### config.mk
export PLATFORM = sky130hd
export DESIGN_NAME = waveform_phase_rle_decoder
export DESIGN_NICKNAME = d
export VERILOG_FILES = /design/src/rtl/wfrle_pkg.sv /design/src/rtl/wfrle_ctrl.sv /design/src/rtl/wfrle_dpath.sv /design/src/rtl/waveform_phase_rle_decoder.sv
export SDC_FILE = /design/constraint.sdc
export NUM_CORES = 1
export LEC_CHECK = 0
export BUFFER_PORTS_ARGS = -buffer_cell sky130_fd_sc_hd__buf_2
export CORE_ASPECT_RATIO = 0.75
export CORE_MARGIN = 8
export CORE_UTILIZATION = 50
export CTS_BUF_LIST = sky130_fd_sc_hd__clkbuf_16
export DETAILED_ROUTE_END_ITERATION = 10
export PLACE_DENSITY = 0.7
export SLEW_MARGIN = 20
export SYNTH_ARGS = -nofsm -noshare
export SYNTH_HDL_FRONTEND = slang
export SYNTH_HIERARCHICAL = 1
export SYNTH_SLANG_ARGS = --single-unit
### constraint.sdc
create_clock -name clock -period 11.9 [get_ports clock]
set_clock_uncertainty 0.05 [all_clocks]
set_input_delay 2.975 -clock clock [delete_from_list [all_inputs] [get_ports clock]]
set_output_delay 2.975 -clock clock [all_outputs]
set_load 0.05 [all_outputs]
### src/rtl/wfrle_pkg.sv
`timescale 1ns / 1ps
// ----------------------------------------------------------------------------
// Waveform phase RLE decoder package
// Shared constants, transaction payload types and the controller/datapath
// command and status structures.
// ----------------------------------------------------------------------------
package wfrle_pkg;

   // Columns per row and rows per frame.
   localparam int IntensityLevels = 32;
   // Whole bytes (four phases each) that make one row.
   localparam int RowGroups = ((IntensityLevels / 4) < 1) ? 1 : (IntensityLevels / 4);
   // Rows reported for a single input transaction at most.
   localparam int MaxResults = 32;

   // Special byte codes of the waveform stream.
   localparam logic [7:0] ToggleByte = 8'hFC;
   localparam logic [7:0] StopByte   = 8'hFF;

   typedef struct packed {
      logic [7:0] data_byte;
      logic       block_last;
   } req_payload_type;

   typedef struct packed {
      logic [63:0] row_phases;
      logic [4:0]  row_index;
      logic        frame_done;
      logic [7:0]  frame_number;
      logic        run_last;
   } rsp_payload_type;

   // Commands from the controller to the datapath.
   typedef struct packed {
      logic accept;
      logic step;
   } wfrle_cmd_type;

   // Status from the datapath to the controller.
   typedef struct packed {
      logic run_start;
      logic run_end;
      logic step_ok;
   } wfrle_sts_type;

endpackage

### src/rtl/wfrle_ctrl.sv
`timescale 1ns / 1ps
// ----------------------------------------------------------------------------
// Waveform phase RLE decoder controller
// Two-state sequencer: takes one input transaction and, if it starts a run, steps the
// datapath through that run's row expansion one row per cycle unless the output stalls.
// ----------------------------------------------------------------------------
module wfrle_ctrl
   import wfrle_pkg::*;
(
   input  logic          clock,
   input  logic          reset,
   input  logic          req_valid,
   output logic          req_stall,
   input  wfrle_sts_type sts,
   output wfrle_cmd_type cmd
);

   typedef enum logic [1:0] {
      S_IDLE = 2'b01,
      S_RUN  = 2'b10
   } state_type;

   state_type state_ff;
   state_type state_in;

   // Input is only taken while idle and out of reset.
   assign req_stall  = reset || (state_ff != S_IDLE);
   assign cmd.accept = req_valid && !req_stall;
   assign cmd.step   = (state_ff == S_RUN) && sts.step_ok;

   // Next-state logic.
   always_comb begin
      state_in = state_ff;
      case (state_ff)
         S_IDLE: begin
            if (cmd.accept && sts.run_start) begin
               state_in = S_RUN;
            end
         end
         S_RUN: begin
            if (cmd.step && sts.run_end) begin
               state_in = S_IDLE;
            end
         end
         default: begin
            state_in = S_IDLE;
         end
      endcase
   end

   always_ff @(posedge clock) begin
      if (reset) begin
         state_ff <= S_IDLE;
      end else begin
         state_ff <= state_in;
      end
   end

endmodule

### src/rtl/wfrle_dpath.sv
`timescale 1ns / 1ps
// ----------------------------------------------------------------------------
// Waveform phase RLE decoder datapath
// Byte decoding, run counter, row assembly, row and frame counters and the
// output register.
// ----------------------------------------------------------------------------
module wfrle_dpath
   import wfrle_pkg::*;
(
   input  logic            clock,
   input  logic            reset,
   input  req_payload_type req_payload,
   input  wfrle_cmd_type   cmd,
   output wfrle_sts_type   sts,
   input  logic            rsp_stall,
   output logic            rsp_valid,
   output rsp_payload_type rsp_payload
);

   // Decoder state.
   logic        repeat_on_ff, repeat_on_in;
   logic [7:0]  held_byte_ff, held_byte_in;
   logic        held_valid_ff, held_valid_in;
   logic        stopped_ff, stopped_in;
   // Row assembly state.
   logic [2:0]  group_column_ff, group_column_in;
   logic [4:0]  row_counter_ff, row_counter_in;
   logic [63:0] row_buffer_ff, row_buffer_in;
   logic [7:0]  frame_counter_ff, frame_counter_in;
   // Current run.
   logic [7:0]  run_byte_ff, run_byte_in;
   logic [8:0]  rem_ff, rem_in;
   logic        last_ff, last_in;
   logic [5:0]  rpt_ff, rpt_in;
   // Output register.
   logic            rsp_valid_ff, rsp_valid_in;
   rsp_payload_type rsp_payload_ff, rsp_payload_in;

   logic       run_start;
   logic [7:0] start_byte;
   logic [8:0] start_reps;
   logic [3:0] need;
   logic       row_done;
   logic [8:0] rem_after;
   logic       run_end;
   logic       report;
   logic       frame_end;
   logic       run_last;
   logic [3:0] end_col;
   logic [7:0] fill;
   logic [63:0] filled;
   logic       clear;

   // Decide whether the incoming byte starts a run of placements.
   always_comb begin
      run_start  = 1'b0;
      start_byte = req_payload.data_byte;
      start_reps = 9'd1;
      if (stopped_ff) begin
         run_start = 1'b0;
      end else if (held_valid_ff) begin
         if (held_byte_ff != StopByte) begin
            run_start  = 1'b1;
            start_byte = held_byte_ff;
            start_reps = {1'b0, req_payload.data_byte} + 9'd1;
         end
      end else if (req_payload.data_byte == ToggleByte) begin
         run_start = 1'b0;
      end else if (repeat_on_ff && !req_payload.block_last) begin
         run_start = 1'b0;
      end else begin
         run_start = 1'b1;
      end
   end

   // One step fills the rest of the current row, or places the last partial groups.
   assign need      = 4'(RowGroups) - {1'b0, group_column_ff};
   assign row_done  = rem_ff >= {5'b0, need};
   assign rem_after = row_done ? (rem_ff - {5'b0, need}) : 9'd0;
   assign run_end   = !row_done || (rem_after == 9'd0);
   assign report    = rpt_ff < 6'(MaxResults);
   assign frame_end = ({1'b0, row_counter_ff} + 6'd1) >= 6'(IntensityLevels);
   assign run_last  = (rem_after < 9'(RowGroups)) || (rpt_ff == 6'(MaxResults - 1));
   assign end_col   = {1'b0, group_column_ff} + rem_ff[3:0];

   // Byte lanes written by this step.
   always_comb begin
      for (int i = 0; i < 8; i++) begin
         fill[i] = (i < RowGroups) && (4'(i) >= {1'b0, group_column_ff}) &&
                   (row_done || (4'(i) < end_col));
         filled[8*i +: 8] = row_buffer_ff[8*i +: 8] | (fill[i] ? run_byte_ff : 8'h00);
      end
   end

   assign sts.run_start = run_start;
   assign sts.run_end   = run_end;
   assign sts.step_ok   = !(row_done && report) || !rsp_valid_ff || !rsp_stall;

   // Next-state logic.
   always_comb begin
      repeat_on_in     = repeat_on_ff;
      held_byte_in     = held_byte_ff;
      held_valid_in    = held_valid_ff;
      stopped_in       = stopped_ff;
      group_column_in  = group_column_ff;
      row_counter_in   = row_counter_ff;
      row_buffer_in    = row_buffer_ff;
      frame_counter_in = frame_counter_ff;
      run_byte_in      = run_byte_ff;
      rem_in           = rem_ff;
      last_in          = last_ff;
      rpt_in           = rpt_ff;
      rsp_valid_in     = rsp_valid_ff && rsp_stall;
      rsp_payload_in   = rsp_payload_ff;
      clear            = 1'b0;

      // A new transaction updates the decoder and loads the run.
      if (cmd.accept) begin
         rpt_in      = 6'd0;
         last_in     = req_payload.block_last;
         run_byte_in = start_byte;
         rem_in      = start_reps;
         if (!stopped_ff) begin
            if (held_valid_ff) begin
               held_valid_in = 1'b0;
               if (held_byte_ff == StopByte) begin
                  stopped_in = 1'b1;
               end
            end else if (req_payload.data_byte == ToggleByte) begin
               repeat_on_in = !repeat_on_ff;
            end else if (repeat_on_ff && !req_payload.block_last) begin
               held_byte_in  = req_payload.data_byte;
               held_valid_in = 1'b1;
            end
         end
         if (req_payload.block_last && !run_start) begin
            clear = 1'b1;
         end
      end

      // One expansion step.
      if (cmd.step) begin
         if (row_done) begin
            rem_in          = rem_after;
            row_buffer_in   = 64'd0;
            group_column_in = 3'd0;
            if (frame_end) begin
               row_counter_in   = 5'd0;
               frame_counter_in = frame_counter_ff + 8'd1;
            end else begin
               row_counter_in = row_counter_ff + 5'd1;
            end
            if (report) begin
               rpt_in                      = rpt_ff + 6'd1;
               rsp_valid_in                = 1'b1;
               rsp_payload_in.row_phases   = filled;
               rsp_payload_in.row_index    = row_counter_ff;
               rsp_payload_in.frame_done   = frame_end;
               rsp_payload_in.frame_number = frame_counter_ff;
               rsp_payload_in.run_last     = run_last;
            end
         end else begin
            rem_in          = 9'd0;
            row_buffer_in   = filled;
            group_column_in = group_column_ff + rem_ff[2:0];
         end
         if (run_end && last_ff) begin
            clear = 1'b1;
         end
      end

      // End of block: back to the reset state, partial row and frame dropped.
      if (clear) begin
         repeat_on_in     = 1'b1;
         held_byte_in     = 8'd0;
         held_valid_in    = 1'b0;
         stopped_in       = 1'b0;
         group_column_in  = 3'd0;
         row_counter_in   = 5'd0;
         row_buffer_in    = 64'd0;
         frame_counter_in = 8'd0;
      end
   end

   // Control and decoder state.
   always_ff @(posedge clock) begin
      if (reset) begin
         repeat_on_ff     <= 1'b1;
         held_byte_ff     <= 8'd0;
         held_valid_ff    <= 1'b0;
         stopped_ff       <= 1'b0;
         group_column_ff  <= 3'd0;
         row_counter_ff   <= 5'd0;
         row_buffer_ff    <= 64'd0;
         frame_counter_ff <= 8'd0;
         rem_ff           <= 9'd0;
         last_ff          <= 1'b0;
         rpt_ff           <= 6'd0;
         rsp_valid_ff     <= 1'b0;
      end else begin
         repeat_on_ff     <= repeat_on_in;
         held_byte_ff     <= held_byte_in;
         held_valid_ff    <= held_valid_in;
         stopped_ff       <= stopped_in;
         group_column_ff  <= group_column_in;
         row_counter_ff   <= row_counter_in;
         row_buffer_ff    <= row_buffer_in;
         frame_counter_ff <= frame_counter_in;
         rem_ff           <= rem_in;
         last_ff          <= last_in;
         rpt_ff           <= rpt_in;
         rsp_valid_ff     <= rsp_valid_in;
      end
   end

   // Payload registers.
   always_ff @(posedge clock) begin
      run_byte_ff    <= run_byte_in;
      rsp_payload_ff <= rsp_payload_in;
   end

   assign rsp_valid   = rsp_valid_ff;
   assign rsp_payload = rsp_payload_ff;

endmodule

### src/rtl/waveform_phase_rle_decoder.sv
`timescale 1ns / 1ps
// The first row caused by a byte is written to the output register by the first expansion
// step, which the sequencer makes once it has accepted that byte and entered its run state.
// A byte that places nothing is only accepted; any other byte is accepted and then takes one
// step per completed row and one for a trailing partial row, and a step that reports a row
// waits while the output holds a stalled row. No new byte is taken until the run is done.
// Reset is synchronous and active high and returns the decoder to repeat mode.
// ----------------------------------------------------------------------------
// Waveform phase RLE decoder
// Expands run-length coded waveform bytes into rows of 2-bit drive phases.
// ----------------------------------------------------------------------------
module waveform_phase_rle_decoder
   import wfrle_pkg::*;
(
   input  logic            clock,
   input  logic            reset,
   input  logic            req_valid,
   output logic            req_stall,
   input  req_payload_type req_payload,
   output logic            rsp_valid,
   input  logic            rsp_stall,
   output rsp_payload_type rsp_payload
);

   wfrle_cmd_type cmd;
   wfrle_sts_type sts;

   // Sequencer.
   wfrle_ctrl u_ctrl (
      .clock     (clock),
      .reset     (reset),
      .req_valid (req_valid),
      .req_stall (req_stall),
      .sts       (sts),
      .cmd       (cmd)
   );

   // Decoder and row assembly.
   wfrle_dpath u_dpath (
      .clock       (clock),
      .reset       (reset),
      .req_payload (req_payload),
      .cmd         (cmd),
      .sts         (sts),
      .rsp_stall   (rsp_stall),
      .rsp_valid   (rsp_valid),
      .rsp_payload (rsp_payload)
   );

endmodule

==> results.txt <==
----------------------------------------------------
[Status]
  Status ... finished, final reports clean

[Floorplan]
  Number of primary I/O pins ... 94
  Die Footprint ... 21100 sq um
  Initial standard-cell utilization of the core ... 50.3%
  Placeable core region ... 16600 sq um
  Horiz. Die Dim ... 165 um
  Height of the die ... 128 um
  Cell Rows ... 41

[Placed design]
  Worst Setup Slack post-DPL ... 5.14 ns
  Hpwl dp ... 12600 um
  Placer congestion estimate ... 0.860
  IO Port Bufs ... 93

[Synthesis]
  Share of synthesized cell area in and, or, nand and nor gates ... 13.2%
  Compound-gate portion of the synthesized area ... 18.2%
  Average size of a mapped cell ... 10.8 sq um
  Number of flops mapped to enable cells by yosys ... 87
  Main combinational cell family by area after synthesis ... compound AO/OA/AOI/OAI gates
  Yosys Warn Count ... 6
  Most instantiated flip-flop cell in the synthesis netlist ... dfxtp_1
  Xor-xnor portion of the synthesized cell area ... 2.52%
  Number of synthesized register bits ... 197
  Share of synthesized area occupied by flip-flops and latches ... 57.8%
  Number of nets produced by synthesis ... 800
  Mapped Cells ... 769
  Share of synthesized area spent on multiplexers ... 1.50%
  Post-synthesis instance area ... 8330 sq um
  Synth Area in Adders ... 2.88%
  Synth async-reset ratio ... 0%
  Number of different library cells in the post-synthesis netlist ... 65

[Pwr]
  Leakage power ... 3.99 nW
  Power per unit of standard cell area ... 144 nW/um^2
  VDD IR-drop max ... 97.2 uV

[Routing]
  Mean number of vias per cell ... 5.76
  Initial DRC Count ... 587
  First drt pass iteration count ... 5
  Final WL ... 18800 um
  Vias ... 6094
  Routed wire length per instance ... 17.8 um
  Detail Route Antenna Nets ... 0
  Final routed DRC violation total ... 0

[Timing]
  Share of the cycle needed by the critical path after routing ... 56.7%
  Shortest clock period the worst path allows after layout ... 6.75 ns
  Worst-Margin Slew ... 1.03 ns
  Pins over their slew limit ... 0
  Number of failing hold endpoints at the final stage ... 0
  Final setup viols ... 0
  Maximum clock frequency ... 148 MHz
  Smallest setup slack after layout ... 5.15 ns
  Unrepaired setup endpoints after global routing ... no
  Worst slew margin relative to its limit ... 31.2%
  Final TNS setup ... 0 ns

[Worst setup path]
  WS Path Type ... input port to output pin
  Arrival time worst endpoint ... 3.73 ns
  Type of element capturing the critical path ... output pin
  Dominant cell type by count on the critical path ... buf_2
  Cell chain of the critical path ... buf_2 -> nor2_1 -> nand2_1 -> buf_2
  Depth of the worst register-to-register path ... 15
  Maximum cell stage delay along the critical path ... 0.32 ns
  Crit path required time ... 8.88 ns
  CP Launch Type ... input port
  Critical path peak fanout ... 21
  Standard cell with the maximum stage delay on the critical path ... buf_2

[Global route]
  Grt total ovfl ... 0
  Via count of the first global-routing pass ... 5813
  Wire length of the first global-routing pass ... 29700 um
  Overall track demand over capacity in global routing ... 17.7%
  Number of antenna violations at the first check in global routing ... 0
  Largest net degree at the start of global routing ... 65

[Cells and area]
  Filler cells ... 1409
  Area growth, synth to finish ... 13.1%
  Inserted Diodes ... 0
  Fraction of layout instances using a drive strength above 1 ... 17.3%
  Count of nets after finishing ... 861

[Clock tree]
  Clk slew on worst S/H paths ... 0.06 ns
  Number of buffers inserted by hold repair at cts ... 0
  Total clock sinks ... 197
  Worst skew pair latency ... 0.43 ns
  Post-CTS setup repair buffer count ... 0
  Max Root-Sink Buffers ... 2
  Num CTS Buffers ... 17
  CTS HTree Levels ... 4
  Clk root buf ... clkbuf_16
  CTS tree ... built
  CTS resizes ... 0

[Worst hold path]
  Hold/Removal Path Class ... register to register
  Worst hold path depth ... 0

[Run]
  MaxCap Viol Count ... 0

----------------------------------------------------
[layer usage]
| metal | routed length (um) | track usage (%) | up-vias |
|---|---|---|---|
| li1 | - | - | 2933 |
| met1 | 8610 | 23.8 | 2924 |
| met2 | 8700 | 27.6 | 216 |
| met3 | 1300 | 4.33 | 21 |
| met4 | 193 | 5.60 | 0 |
| met5 | 0 | 0 | - |
[synthesized netlist by cell type, types with 3 or more instances]
master    number  area (sq um)
nand3_1       19          95.1
a21o_1        68           510
a211oi_1       4          30.0
nor2_1        93           349
nor2b_1        4          25.0
clkbuf_1      36           135
ha_1          16           200
nand2b_1       8          50.1
o21a_1        11          82.6
and3_1         7          43.8
a21oi_1       27           135
nand4b_1       3          26.3
nor4_1         5          31.3
mux2i_1        8          80.1
nand2_1       35           131
a31oi_1       51           319
o211ai_1       4          30.0
buf_6          4          45.0
xnor2_1       13           114
mux2_2         4          45.0
inv_1         18          67.6
edfxtp_1      87          2610
buf_2          6          30.0
o21ai_0       11          55.1
a41oi_1       10          87.6
nor3_1        33           165
xor2_1        11          96.3
buf_1          9          33.8
dfxtp_1      110          2200
nand4_1        7          43.8
[cells by family (layout without fill, tap and decap cells)]
family                   count (synthesis)  count (layout)
buffers and inverters                   75             149
adder cells (fa/ha/maj)                 18              18
AO/OA/AOI/OAI                          212             212
AND/OR/NAND/NOR                        231             231
multiplexers                            12              12
XOR/XNOR                                24              24
flip-flops                             197             197
[per-stage QoR]
stage          power, mW  instance area [sq um]  hold WS [ns]  instances  util [%]
2_1_floorplan      0.817                   8330         0.373        769         -
3_3_place_gp       0.838                   8850         0.393       1024      53.4
3_5_place_dp       0.841                   8860         0.406       1024      53.5
4_1_cts             1.37                   9400         0.422       1056      56.7
5_1_grt             1.40                   9420         0.435       1058      56.9
6_report            1.36                   9420         0.415       1058      56.9
[state kept, by name (all words and copies together) (netlist names)]
register                  count
u_dpath/stopped_ff            1
u_dpath/held_byte_ff          8
u_dpath/held_valid_ff         1
u_dpath/last_ff               1
u_dpath/rem_ff                9
u_dpath/rsp_payload          79
u_ctrl/state_ff               2
u_dpath/repeat_on_ff          1
u_dpath/rsp_valid             1
u_dpath/group_column_ff       3
u_dpath/row_buffer_ff        64
u_dpath/rpt_ff                6
u_dpath/row_counter_ff        5
u_dpath/run_byte_ff           8
u_dpath/frame_counter_ff      8
[cell type report]
type / instances / area, sq um / area share, %
Sequential cell: 197 / 4810 / 51.1
Multi-Input combinational cell: 497 / 3220 / 34.2
Timing Repair Buffer: 99 / 514 / 5.46
Clock buffer: 17 / 425 / 4.51
Tap cell: 215 / 269 / 2.85
Clock inverter: 15 / 114 / 1.21
Inverter: 18 / 67.6 / 0.717
[cells in the final DEF (no fill, tap or decap), drive strengths merged, types with 3 or more instances in the layout]
| cell type | Yosys | layout |
|---|---|---|
| a211oi | 6 | 6 |
| a21o | 68 | 68 |
| a21oi | 28 | 28 |
| a31oi | 51 | 51 |
| a41oi | 10 | 10 |
| and3 | 7 | 7 |
| buf | 21 | 99 |
| clkbuf | 36 | 17 |
| clkinv | 0 | 10 |
| dfxtp | 110 | 110 |
| edfxtp | 87 | 87 |
| ha | 16 | 16 |
| inv | 18 | 20 |
| mux2 | 4 | 4 |
| mux2i | 8 | 8 |
| nand2 | 35 | 35 |
| nand2b | 8 | 8 |
| nand3 | 20 | 20 |
| nand4 | 7 | 7 |
| nand4b | 3 | 3 |
| nor2 | 93 | 93 |
| nor2b | 4 | 4 |
| nor3 | 35 | 35 |
| nor4 | 6 | 6 |
| o211ai | 4 | 4 |
| o21a | 11 | 11 |
| o21ai | 12 | 12 |
| or2 | 3 | 3 |
| xnor2 | 13 | 13 |
| xor2 | 11 | 11 |
[report_power, final]
part	switching, mW	total, mW	internal, mW
registers	0.0114	0.725	0.714
clock network	0.243	0.528	0.285
logic	0.0680	0.104	0.0358
[worst max-delay path: cells and delay by family]
family                 cells  cell delay (ns)
and+or+nand+nor            2             0.18
buffers and inverters      2             0.57
[worst paths after layout]
check	from	end	slack (ns)
max	reset	req_stall	5.15
min	u_dpath/frame_counter_ff[7]$_SDFFE_PP0P_	u_dpath/rsp_payload[8]$_DFFE_PP_	0.41
max reg2reg	u_dpath/group_column_ff[1]$_SDFFE_PP0P_	u_dpath/rsp_payload[18]$_DFFE_PP_	6.24
min reg2reg	u_dpath/frame_counter_ff[7]$_SDFFE_PP0P_	u_dpath/rsp_payload[8]$_DFFE_PP_	0.41
No activity file was read; power rests on OpenSTA's default activity.
